[src/hw/rtl/scalar_kalman_smoother_top_defines.svh]
// assertion macros for the scalar kalman smoother
`ifndef SCALAR_KALMAN_SMOOTHER_TOP_DEFINES_SVH
`define SCALAR_KALMAN_SMOOTHER_TOP_DEFINES_SVH

`ifndef SYNTHESIS
// condition holds in the same cycle
`define SKF_ASSERT_SAME(label, ante, cons) \
    label: assert property (@(posedge clk) disable iff (!rst_n) (ante) |-> (cons)) \
        else $error("skf assertion failed");
// condition holds in the following cycle
`define SKF_ASSERT_NEXT(label, ante, cons) \
    label: assert property (@(posedge clk) disable iff (!rst_n) (ante) |=> (cons)) \
        else $error("skf assertion failed");
`else
`define SKF_ASSERT_SAME(label, ante, cons)
`define SKF_ASSERT_NEXT(label, ante, cons)
`endif

`endif

[src/hw/rtl/skf_pkg.sv]
package skf_pkg;

    // channel storage
    localparam int CHANNELS = 4;
    localparam int CH_IDX_W = (CHANNELS > 1) ? $clog2(CHANNELS) : 1;
    localparam int CH_W     = 2;
    localparam logic [7:0] CHANNELS_W8 = 8'(CHANNELS);

    // q16.16 data values; gains are unsigned q1.16
    localparam int DATA_W = 32;
    localparam int GAIN_W = 17;
    localparam logic [GAIN_W-1:0] ONE_Q16 = 17'h10000;

    // gain divider: one quotient bit per step
    localparam int DIV_STEPS = GAIN_W;
    localparam int DIV_CNT_W = $clog2(DIV_STEPS + 1);

    // shared multiplier
    localparam int MUL_A_W = DATA_W + 1;
    localparam int MUL_B_W = GAIN_W;
    localparam int PROD_W  = MUL_A_W + MUL_B_W;

    // configuration registers
    localparam int CFG_IDX_W = 2;
    localparam logic [CFG_IDX_W-1:0] REG_MEAS_NOISE    = 2'd0;
    localparam logic [CFG_IDX_W-1:0] REG_PROCESS_NOISE = 2'd1;
    localparam logic [DATA_W-1:0] MEAS_NOISE_RESET    = 32'd2621440;
    localparam logic [DATA_W-1:0] PROCESS_NOISE_RESET = 32'd655360;

    typedef struct packed {
        logic [CH_W-1:0]          channel;
        logic signed [DATA_W-1:0] sample;
    } skf_in_t;

    typedef struct packed {
        logic [CH_W-1:0]          out_channel;
        logic signed [DATA_W-1:0] estimate;
    } skf_out_t;

    typedef enum logic [2:0] {
        ST_IDLE,
        ST_LOAD,
        ST_DIV,
        ST_MUL_EST,
        ST_MUL_COV,
        ST_FIN
    } skf_state_t;

    typedef struct packed {
        logic busy;
        logic done;
    } skf_div_stat_t;

    // channel number folded onto the stored channels
    function automatic logic [CH_IDX_W-1:0] chan_index(input logic [CH_W-1:0] ch);
        logic [7:0] v;
        v = {6'b0, ch};
        for (int i = 0; i < 4; i++)
        begin
            if (v >= CHANNELS_W8)
            begin
                v = v - CHANNELS_W8;
            end
        end
        return v[CH_IDX_W-1:0];
    endfunction

endpackage

[src/hw/rtl/skf_gain_div.sv]
module skf_gain_div
    import skf_pkg::*;
(
    input  logic                clk,
    input  logic                rst_n,
    input  logic                start,
    input  logic [DATA_W-1:0]   cov,
    input  logic [DATA_W-1:0]   noise,
    output skf_div_stat_t       stat,
    output logic [GAIN_W-1:0]   gain
);

    logic                  busy_reg;
    logic                  done_reg;
    logic [DIV_CNT_W-1:0]  cnt_reg;
    logic [DATA_W+1:0]     rem_reg;
    logic [DATA_W+1:0]     rem_next;
    logic [DATA_W+1:0]     rem_sub;
    logic [DATA_W:0]       den_reg;
    logic [DATA_W:0]       den_sum;
    logic [GAIN_W-1:0]     quot_reg;
    logic [GAIN_W-1:0]     quot_next;
    logic                  zero_reg;
    logic                  ge;

    // one restoring step: compare, subtract, shift
    always_comb
    begin
        den_sum   = {1'b0, cov} + {1'b0, noise};
        ge        = rem_reg >= {1'b0, den_reg};
        rem_sub   = ge ? (rem_reg - {1'b0, den_reg}) : rem_reg;
        rem_next  = {rem_sub[DATA_W:0], 1'b0};
        quot_next = {quot_reg[GAIN_W-2:0], ge};
    end

    // step counter
    always_ff @(posedge clk or negedge rst_n)
    begin
        if (!rst_n)
        begin
            busy_reg <= 1'b0;
            done_reg <= 1'b0;
            cnt_reg  <= '0;
        end
        else if (start)
        begin
            busy_reg <= 1'b1;
            done_reg <= 1'b0;
            cnt_reg  <= DIV_CNT_W'(DIV_STEPS);
        end
        else if (busy_reg)
        begin
            cnt_reg <= cnt_reg - 1'b1;
            if (cnt_reg == DIV_CNT_W'(1))
            begin
                busy_reg <= 1'b0;
                done_reg <= 1'b1;
            end
        end
        else
        begin
            done_reg <= 1'b0;
        end
    end

    // remainder and quotient; the first step yields the integer bit
    always_ff @(posedge clk)
    begin
        if (start)
        begin
            rem_reg  <= {2'b0, cov};
            den_reg  <= den_sum;
            quot_reg <= '0;
            zero_reg <= (den_sum == '0);
        end
        else if (busy_reg)
        begin
            rem_reg  <= rem_next;
            quot_reg <= quot_next;
        end
    end

    assign stat.busy = busy_reg;
    assign stat.done = done_reg;
    assign gain      = zero_reg ? '0 : quot_reg;

endmodule

[src/hw/rtl/scalar_kalman_smoother_top.sv]
// scalar kalman smoother: one estimate and one error covariance per channel
//
// meas channel (valid/ready): a beat carries a channel number and a signed
// q16.16 sample. est channel (valid/ready): a beat carries the channel number
// and that channel's updated estimate, one beat per measurement beat.
// cfg port: write enable, index and data; index 0 is the measurement noise r,
// index 1 the process noise q; other indexes are ignored. write only while idle.
//
// a measurement passes from its accept to its result beat through a load step
// to read the channel state, the bit-serial gain divider (17 quotient bits),
// the estimate and covariance products on the shared multiplier and a finish
// step. a new beat is taken the cycle after the result is registered, so the
// block takes no new measurement until the last one is through its finish step.
// a finished result waits in the output register; the next measurement is
// accepted and worked on meanwhile, and the block stalls only at its finish
// step until the earlier result beat is taken.
// reset clears all estimates and covariances to zero and restores r = 40.0
// and q = 10.0.
`include "scalar_kalman_smoother_top_defines.svh"

module scalar_kalman_smoother_top
    import skf_pkg::*;
(
    input  logic                  clk,
    input  logic                  rst_n,
    input  logic                  meas_valid,
    output logic                  meas_ready,
    input  skf_in_t               meas,
    output logic                  est_valid,
    input  logic                  est_ready,
    output skf_out_t              est,
    input  logic                  cfg_we,
    input  logic [CFG_IDX_W-1:0]  cfg_index,
    input  logic [DATA_W-1:0]     cfg_data
);

    skf_state_t               state_reg;
    skf_state_t               state_next;

    logic [DATA_W-1:0]        meas_noise_reg;
    logic [DATA_W-1:0]        process_noise_reg;

    logic [DATA_W-1:0]        est_store_reg [CHANNELS];
    logic [DATA_W-1:0]        cov_store_reg [CHANNELS];

    logic [CH_W-1:0]          ch_reg;
    logic [CH_IDX_W-1:0]      idx_reg;
    logic [DATA_W-1:0]        sample_reg;
    logic [DATA_W-1:0]        est_cur_reg;
    logic [DATA_W-1:0]        p_cur_reg;
    logic                     diff_neg_reg;
    logic [DATA_W:0]          diff_mag_reg;
    logic [GAIN_W-1:0]        gain_reg;
    logic [PROD_W-1:0]        prod_reg;
    logic [DATA_W-1:0]        est_new_reg;

    logic                     out_valid_reg;
    skf_out_t                 out_data_reg;

    logic                     div_start;
    skf_div_stat_t            div_stat;
    logic [GAIN_W-1:0]        div_gain;

    logic [MUL_A_W-1:0]       mul_a;
    logic [MUL_B_W-1:0]       mul_b;
    logic [PROD_W-1:0]        mul_prod;

    logic [DATA_W:0]          diff;
    logic [DATA_W+1:0]        est_sum;
    logic [DATA_W:0]          cov_sum;
    logic [DATA_W-1:0]        cov_new;
    logic                     out_free;
    logic                     fin_fire;

    // gain unit
    skf_gain_div u_div (
        .clk   (clk),
        .rst_n (rst_n),
        .start (div_start),
        .cov   (cov_store_reg[idx_reg]),
        .noise (meas_noise_reg),
        .stat  (div_stat),
        .gain  (div_gain)
    );

    // next state
    always_comb
    begin
        state_next = state_reg;
        case (state_reg)
            ST_IDLE:    if (meas_valid) state_next = ST_LOAD;
            ST_LOAD:    state_next = ST_DIV;
            ST_DIV:     if (div_stat.done) state_next = ST_MUL_EST;
            ST_MUL_EST: state_next = ST_MUL_COV;
            ST_MUL_COV: state_next = ST_FIN;
            ST_FIN:     if (out_free) state_next = ST_IDLE;
            default:    state_next = ST_IDLE;
        endcase
    end

    // sequencer outputs and multiplier operand select
    always_comb
    begin
        meas_ready = 1'b0;
        div_start  = 1'b0;
        mul_a      = {1'b0, p_cur_reg};
        mul_b      = ONE_Q16 - gain_reg;
        case (state_reg)
            ST_IDLE:
            begin
                meas_ready = 1'b1;
            end
            ST_LOAD:
            begin
                div_start = 1'b1;
            end
            ST_MUL_EST:
            begin
                mul_a = diff_mag_reg;
                mul_b = gain_reg;
            end
            default:
            begin
                meas_ready = 1'b0;
            end
        endcase
    end

    // shared datapath arithmetic
    always_comb
    begin
        mul_prod = {{MUL_B_W{1'b0}}, mul_a} * {{MUL_A_W{1'b0}}, mul_b};
        diff     = {sample_reg[DATA_W-1], sample_reg}
                 - {est_store_reg[idx_reg][DATA_W-1], est_store_reg[idx_reg]};
        // correction rounds toward zero: scale the magnitude, then apply the sign
        est_sum  = diff_neg_reg
                 ? ({{2{est_cur_reg[DATA_W-1]}}, est_cur_reg} - prod_reg[PROD_W-1:16])
                 : ({{2{est_cur_reg[DATA_W-1]}}, est_cur_reg} + prod_reg[PROD_W-1:16]);
        cov_sum  = {1'b0, prod_reg[DATA_W+15:16]} + {1'b0, process_noise_reg};
        cov_new  = cov_sum[DATA_W] ? {DATA_W{1'b1}} : cov_sum[DATA_W-1:0];
        out_free = !out_valid_reg || est_ready;
        fin_fire = (state_reg == ST_FIN) && out_free;
    end

    // state register
    always_ff @(posedge clk or negedge rst_n)
    begin
        if (!rst_n)
        begin
            state_reg <= ST_IDLE;
        end
        else
        begin
            state_reg <= state_next;
        end
    end

    // configuration registers
    always_ff @(posedge clk or negedge rst_n)
    begin
        if (!rst_n)
        begin
            meas_noise_reg    <= MEAS_NOISE_RESET;
            process_noise_reg <= PROCESS_NOISE_RESET;
        end
        else if (cfg_we)
        begin
            if (cfg_index == REG_MEAS_NOISE)
            begin
                meas_noise_reg <= cfg_data;
            end
            else if (cfg_index == REG_PROCESS_NOISE)
            begin
                process_noise_reg <= cfg_data;
            end
        end
    end

    // per-channel state
    always_ff @(posedge clk or negedge rst_n)
    begin
        if (!rst_n)
        begin
            for (int i = 0; i < CHANNELS; i++)
            begin
                est_store_reg[i] <= '0;
                cov_store_reg[i] <= '0;
            end
        end
        else if (fin_fire)
        begin
            est_store_reg[idx_reg] <= est_new_reg;
            cov_store_reg[idx_reg] <= cov_new;
        end
    end

    // working registers
    always_ff @(posedge clk)
    begin
        case (state_reg)
            ST_IDLE:
            begin
                if (meas_valid)
                begin
                    ch_reg     <= meas.channel;
                    idx_reg    <= chan_index(meas.channel);
                    sample_reg <= meas.sample;
                end
            end
            ST_LOAD:
            begin
                est_cur_reg  <= est_store_reg[idx_reg];
                p_cur_reg    <= cov_store_reg[idx_reg];
                diff_neg_reg <= diff[DATA_W];
                diff_mag_reg <= diff[DATA_W] ? (~diff + 1'b1) : diff;
            end
            ST_DIV:
            begin
                if (div_stat.done)
                begin
                    gain_reg <= div_gain;
                end
            end
            ST_MUL_EST:
            begin
                prod_reg <= mul_prod;
            end
            ST_MUL_COV:
            begin
                est_new_reg <= est_sum[DATA_W-1:0];
                prod_reg    <= mul_prod;
            end
            default:
            begin
                est_new_reg <= est_new_reg;
            end
        endcase
    end

    // output register
    always_ff @(posedge clk or negedge rst_n)
    begin
        if (!rst_n)
        begin
            out_valid_reg <= 1'b0;
        end
        else if (fin_fire)
        begin
            out_valid_reg <= 1'b1;
        end
        else if (est_ready)
        begin
            out_valid_reg <= 1'b0;
        end
    end

    always_ff @(posedge clk)
    begin
        if (fin_fire)
        begin
            out_data_reg.out_channel <= ch_reg;
            out_data_reg.estimate    <= est_new_reg;
        end
    end

    assign est_valid = out_valid_reg;
    assign est       = out_data_reg;

    // checks
    `SKF_ASSERT_SAME(a_div_done_in_div, div_stat.done, state_reg == ST_DIV)
    `SKF_ASSERT_SAME(a_div_start_idle, div_start, !div_stat.busy)
    `SKF_ASSERT_SAME(a_gain_bound, state_reg == ST_MUL_EST, gain_reg <= ONE_Q16)
    `SKF_ASSERT_NEXT(a_busy_after_accept, meas_valid && meas_ready, !meas_ready)

endmodule
[config.mk]
export PLATFORM = sky130hd
export DESIGN_NAME = scalar_kalman_smoother_top
export DESIGN_NICKNAME = d
export VERILOG_FILES = /design/src/hw/rtl/skf_pkg.sv /design/src/hw/rtl/skf_gain_div.sv /design/src/hw/rtl/scalar_kalman_smoother_top.sv
export VERILOG_INCLUDE_DIRS = /design/src /design/src/hw/rtl
export SDC_FILE = /design/constraint.sdc
export NUM_CORES = 2
export LEC_CHECK = 0
export BUFFER_PORTS_ARGS = -buffer_cell sky130_fd_sc_hd__buf_2
export CAP_MARGIN = 10
export CORE_ASPECT_RATIO = 0.8
export CORE_MARGIN = 10
export CORE_UTILIZATION = 58
export DETAILED_ROUTE_END_ITERATION = 10
export PLACE_DENSITY = 0.84
export SKIP_LAST_GASP = 1
export SLEW_MARGIN = 20
export SYNTH_ARGS = -nofsm -noshare
export SYNTH_HDL_FRONTEND = slang
export SYNTH_SLANG_ARGS = --single-unit
[constraint.sdc]
create_clock -name clk -period 13.1 [get_ports clk]
set_clock_uncertainty 0.05 [all_clocks]
set_input_delay 0.655 -clock clk [delete_from_list [all_inputs] [get_ports clk]]
set_output_delay 0.655 -clock clk [all_outputs]
set_load 0.02 [all_outputs]
## Yosys cells after proc, flatten, opt, wreduce, memory -nomap -nowiden

Cells that the tools add are included.

- Input port bits: 73
- Output and inout port bits: 36
- Register bits: 679
- Logic and storage cells: 108

- Reduce and logical (&&, ||, !) cells: 15
- $add $sub $neg: 9
- Order comparisons: 3
- Muxes and demuxes: 34
- Equality and inequality tests: 11
- $mul: 1
- Bitwise gates (word level): 3

Operators by type and width:

| operator | number |
|---|---|
| 32-bit 2-to-1 mux | 10 |
| 128-bit bitwise mux | 2 |
| 32-bit binary-select mux with 2-bit select | 2 |
| 32-bit by 32-bit adder with 33-bit output | 2 |
| 33-bit 2-to-1 mux | 2 |
| 32-bit demux with 2-bit select | 1 |
| 33-bit by 17-bit multiplier with 48-bit output | 1 |
| 34-bit by 33-bit >= comparator with 1-bit output | 1 |
| 33-bit by 1-bit adder with 33-bit output, second input constant | 1 |
| 33-bit logical NOT | 1 |
| 33-bit inverter | 1 |
| 32-bit by 32-bit subtractor with 33-bit output | 1 |
| 33-bit subtractor | 1 |
| 32-bit adder | 1 |
| 32-bit subtractor | 1 |
| 3-bit one-hot mux with 6 select lines | 1 |
| 17-bit 2-to-1 mux | 1 |
| 17-bit subtractor, first input constant | 1 |
| 1-bit 2-to-1 mux | 10 |
| 5-bit 2-to-1 mux | 2 |
| 3-bit 2-to-1 mux | 3 |
| 3-bit by 2-bit equality test with 1-bit output, second input constant | 2 |
| 3-bit equality test, second input constant | 2 |
| 2-bit AND reduction | 3 |
| 19 further kinds | 23 |

## Longest topological paths before layout

- Word-level depth: 8
- Depth in mapped cells: 33
- Gate-level depth less buffers: 30

## By module

A second synthesis with hierarchy kept.

- Cells, all modules: 5069
- Area total of the unflattened synthesis: 51996.1 sq um

Modules (own cells, without submodules):

| module | times used | sequential area each (sq um) | cells each | area an instance (sq um) |
|---|---|---|---|---|
| scalar_kalman_smoother_top | 1 | 15529.9 | 4243 | 44485.2 |
| skf_gain_div | 1 | 2537.4 | 826 | 7511.0 |

## Worst setup path before layout

No wires, ideal clock.

- Path kind: register to register
- Start point: register gain_reg[0]
- End point: register prod_reg[41] (data pin)
- Setup time: 262 ps
- Path slack: 5113 ps
- Clock period less this slack: 7987 ps
- Stages on the path, launching flop included: 32
- Required time: 12788 ps
- Data arrival time: 7675 ps
- Path through: edfxtp_1 > clkbuf_1 > inv_1 > ha_1 > nor3b_1 > nor3b_1 > nor2_1 > xor2_1 > clkbuf_1 > nand2_1 > fa_1 > inv_1 > fa_1 > inv_1 > fa_1 > inv_1 > fa_1 > fa_1 > inv_1 > fa_1 > inv_1 > ha_1 > a21oi_1 > o21ai_0 > o41a_1 > a221oi_1 > a21oi_1 > o211ai_1 > a211oi_1 > or2_2 > o31ai_1 > xnor2_1

- Longest elaborated chain between the ends: 3

Ends and longest elaborated chain:

| element | RTL line | source |
|---|---|---|
| start: declaration | scalar_kalman_smoother_top.sv:53 | `logic [GAIN_W-1:0] gain_reg;` |
| start signal: assignment | scalar_kalman_smoother_top.sv:221 | `gain_reg <= div_gain;` |
| 17-bit subtractor | scalar_kalman_smoother_top.sv:107 | `mul_b = ONE_Q16 - gain_reg;` |
| 17-bit 2-to-1 mux * | scalar_kalman_smoother_top.sv:108 | `case (state_reg)` |
| 33-bit by 17-bit multiplier with 48-bit output * | scalar_kalman_smoother_top.sv:132 | `mul_prod = {{MUL_B_W{1'b0}}, mul_a} * {{MUL_A_W{1'b0}}, mul_b};` |
| named net mul_prod[41] | scalar_kalman_smoother_top.sv:66 | `logic [PROD_W-1:0] mul_prod;` |
| end signal: assignment | scalar_kalman_smoother_top.sv:226 | `prod_reg <= mul_prod;` |
| end signal: assignment | scalar_kalman_smoother_top.sv:231 | `prod_reg <= mul_prod;` |
| end: declaration | scalar_kalman_smoother_top.sv:54 | `logic [PROD_W-1:0] prod_reg;` |

The timed path passes the listed nets; every way through them passes the cells marked *.
A chain may end at the register's enable or synchronous reset.

## Final worst setup path

- Start point: register gain_reg[0]
- End point: register prod_reg[47] (data pin)

The elaborated chain is that of the path after synthesis.

==> impl_metrics.tcl <==
set metrics [dict create \
    setup_viol_count_final 0 \
    reg2reg_depth 28 \
    grt_util_met2_pct 43.39 \
    status "finished, final reports clean" \
    antenna_found_initial 6 \
    setup.worst_path.end_class "register" \
    worstSetupPathType "register to register" \
    top_usage_layer "met2" \
    syn_inst 5103 \
    slowest_delay_ps 930 \
    die_h_um 286.4 \
    num_rows 97 \
    initial_utilization_pct 58.65 \
    fp.coreArea_um2 87750 \
    synth_seq_area_share_pct 35.11 \
    relSlewSlack_pct 23.47 \
    overflow 0 \
    grt_first_pass_wirelength_um 224900 \
    finalHoldViolCount 0 \
    routed_wl_um 144400 \
    grt_max_degree 172 \
    worst_pin_slew_ps 1144 \
    tns_ps 0 \
    syn_area_per_cell_um2 10.08 \
    avgRoutedWirePerCell_um 22.55 \
    post-route-min-period_ps 9653 \
    clkSinkCount 663 \
    synth_edf_count 313 \
    synth-seq-cells 663 \
    syn-cell-area_um2 51460 \
    grtUsageMet3_pct 7.477 \
    max_cap_violations 0 \
    cts_root_buf "clkbuf_16" \
    final_cell_mix "764 x nand2_1, 742 x inv_1, 466 x fa_1, 383 x nor2_1, 327 x dfrtp_1" \
    synthFlopType "dfrtp_1" \
    die_w_um 353.0 \
    finalWeightedCongestion 0.9746 \
    netlist_top_cells_area "edfxtp_1 18%, fa_1 18%, dfrtp_1 16%, ha_1 6.7%, nand2_1 5.6%" \
    detail_route.iter0.violations 4200 \
    cts_buffers 70 \
    slowest_stage "xor2_1" \
    fin_crit_sh_pct 73.69 \
    clockBufferDepth 3 \
    crit_required_ps 13410 \
    area_growth_pct 8.651 \
    synth_cell_types 86 \
    ioPinCount 109 \
    synth_fp_nets 5918 \
    report.final.slew_viol_count 0 \
    routed_via_density 6.085 \
    grt_util_all_layers_pct 28.31 \
    yosysTopAreaCellShare_pct 18.26 \
    cpMostUsedCell "fa_1" \
    layout.nets 5970 \
    htree_levels 3 \
    dr.pass1.iters 7 \
    dp_hpwl_um 105700 \
    cts_tree "done" \
    num_vias 38958 \
    grt_pass1_vias 39543 \
    async_reset_ff_share_pct 49.92 \
    hold_depth 1 \
    fmax_mhz 103.6 \
    dieArea_um2 101100 \
    rsz0062_at_grt "false" \
    yosys.area.top_type "edfxtp_1" \
    clk_latency_ps 640 \
    crit_fanout 32 \
    hp-class "input pin to register" \
    yosys_warnings 0 \
    path_clk_slew_ps 60 \
    drcViolationCount 0 \
    antenna_left 0 \
    cts_setup_buffers 0 \
    use_met1_pct 36.94 \
    io_buffers 108 \
    final_common_cell "nand2_1" \
    critPathLaunchType "register" \
    crit_arrival_ps 9970 \
    final_layout_size_suffix_gt1_share_pct 11.09 \
]
-- what timing repair did --
action                                 CTS  global route
hold buffers                             1             0
resized for setup                        0             0
endpoints found under the hold margin   81             0
-- through the flow --
step	instance area (um^2)	hold slack, ps	setup WS (ps)	instances	util [%]
floorplan	51460	309.4	5113	5103	-
finish	55910	135.7	3447	6402	63.72
CTS	55890	113.9	3702	6401	63.70
global route	55910	124.4	2911	6401	63.72
global placement	53460	402.5	3956	6270	60.93
detailed placement	53460	407.2	3726	6270	60.93
-- critical path: cells and delay by family (launching register included) --
kind            cells  cell delay (ps)
buf+inv             5              590
simple gates        7             1850
fa+ha+maj           8             3500
compound gates      6             1860
mux                 1              240
xor+xnor            1              930
flops               1              350
-- cell type report --
cell class	count	area [um^2]
Fill cell	6595	31840
Multi-Input combinational cell	3507	30110
Sequential cell	663	18070
Inverter	744	2798
Clock buffer	91	1933
Tap cell	1188	1486
Timing Repair Buffer	169	1027
Clock inverter	39	489.2
Antenna cell	1	2.502
-- kinds of logic after synthesis --
| family | count (synthesis) | share of synthesized area, % |
|---|---|---|
| compound gates | 705 | 8.422 |
| xor+xnor | 247 | 4.204 |
| fa+ha+maj | 742 | 24.84 |
| buf+inv | 933 | 6.822 |
| flops | 663 | 35.11 |
| mux | 302 | 7.853 |
| simple gates | 1511 | 12.75 |
-- cells in the mapped netlist (all sizes together) (25+ instances only) --
cell type,instances
a21o,69
a21oi,281
and2,51
and3,25
clkbuf,165
dfrtp,327
edfxtp,313
fa,466
ha,276
inv,743
mux2,174
mux2i,64
mux4,64
nand2,764
nand2b,26
nand3,40
nor2,388
nor2b,46
nor3,66
o21a,36
o21ai,146
xnor2,181
xor2,66
-- worst paths after layout --
check                      slack (ps)                           endpoint                     startpoint
max                              3450             prod_reg[47]$_DFFE_PP_      gain_reg[0]$_SDFFCE_PP0P_
min                               140           sample_reg[14]$_DFFE_PP_                       meas[14]
max reg2reg                      3450             prod_reg[47]$_DFFE_PP_      gain_reg[0]$_SDFFCE_PP0P_
min reg2reg                       420      est_store_reg[30]$_DFFE_PN0P_  est_store_reg[30]$_DFFE_PN0P_
max in group asynchronous       10280  process_noise_reg[28]$_DFFE_PN0P_                          rst_n
min in group asynchronous         530      est_store_reg[20]$_DFFE_PN0P_                          rst_n
-- per-layer routing --
| metal | part of all wire, % | wire, um |
|---|---|---|
| met5 | 0.015 | 22 |
| met4 | 5.9 | 8501 |
| met3 | 13 | 18500 |
| met2 | 44 | 63670 |
| met1 | 37 | 53670 |
Power is not shown: default switching activity piles up to over one toggle a cycle in this logic, so the estimate is an artifact.
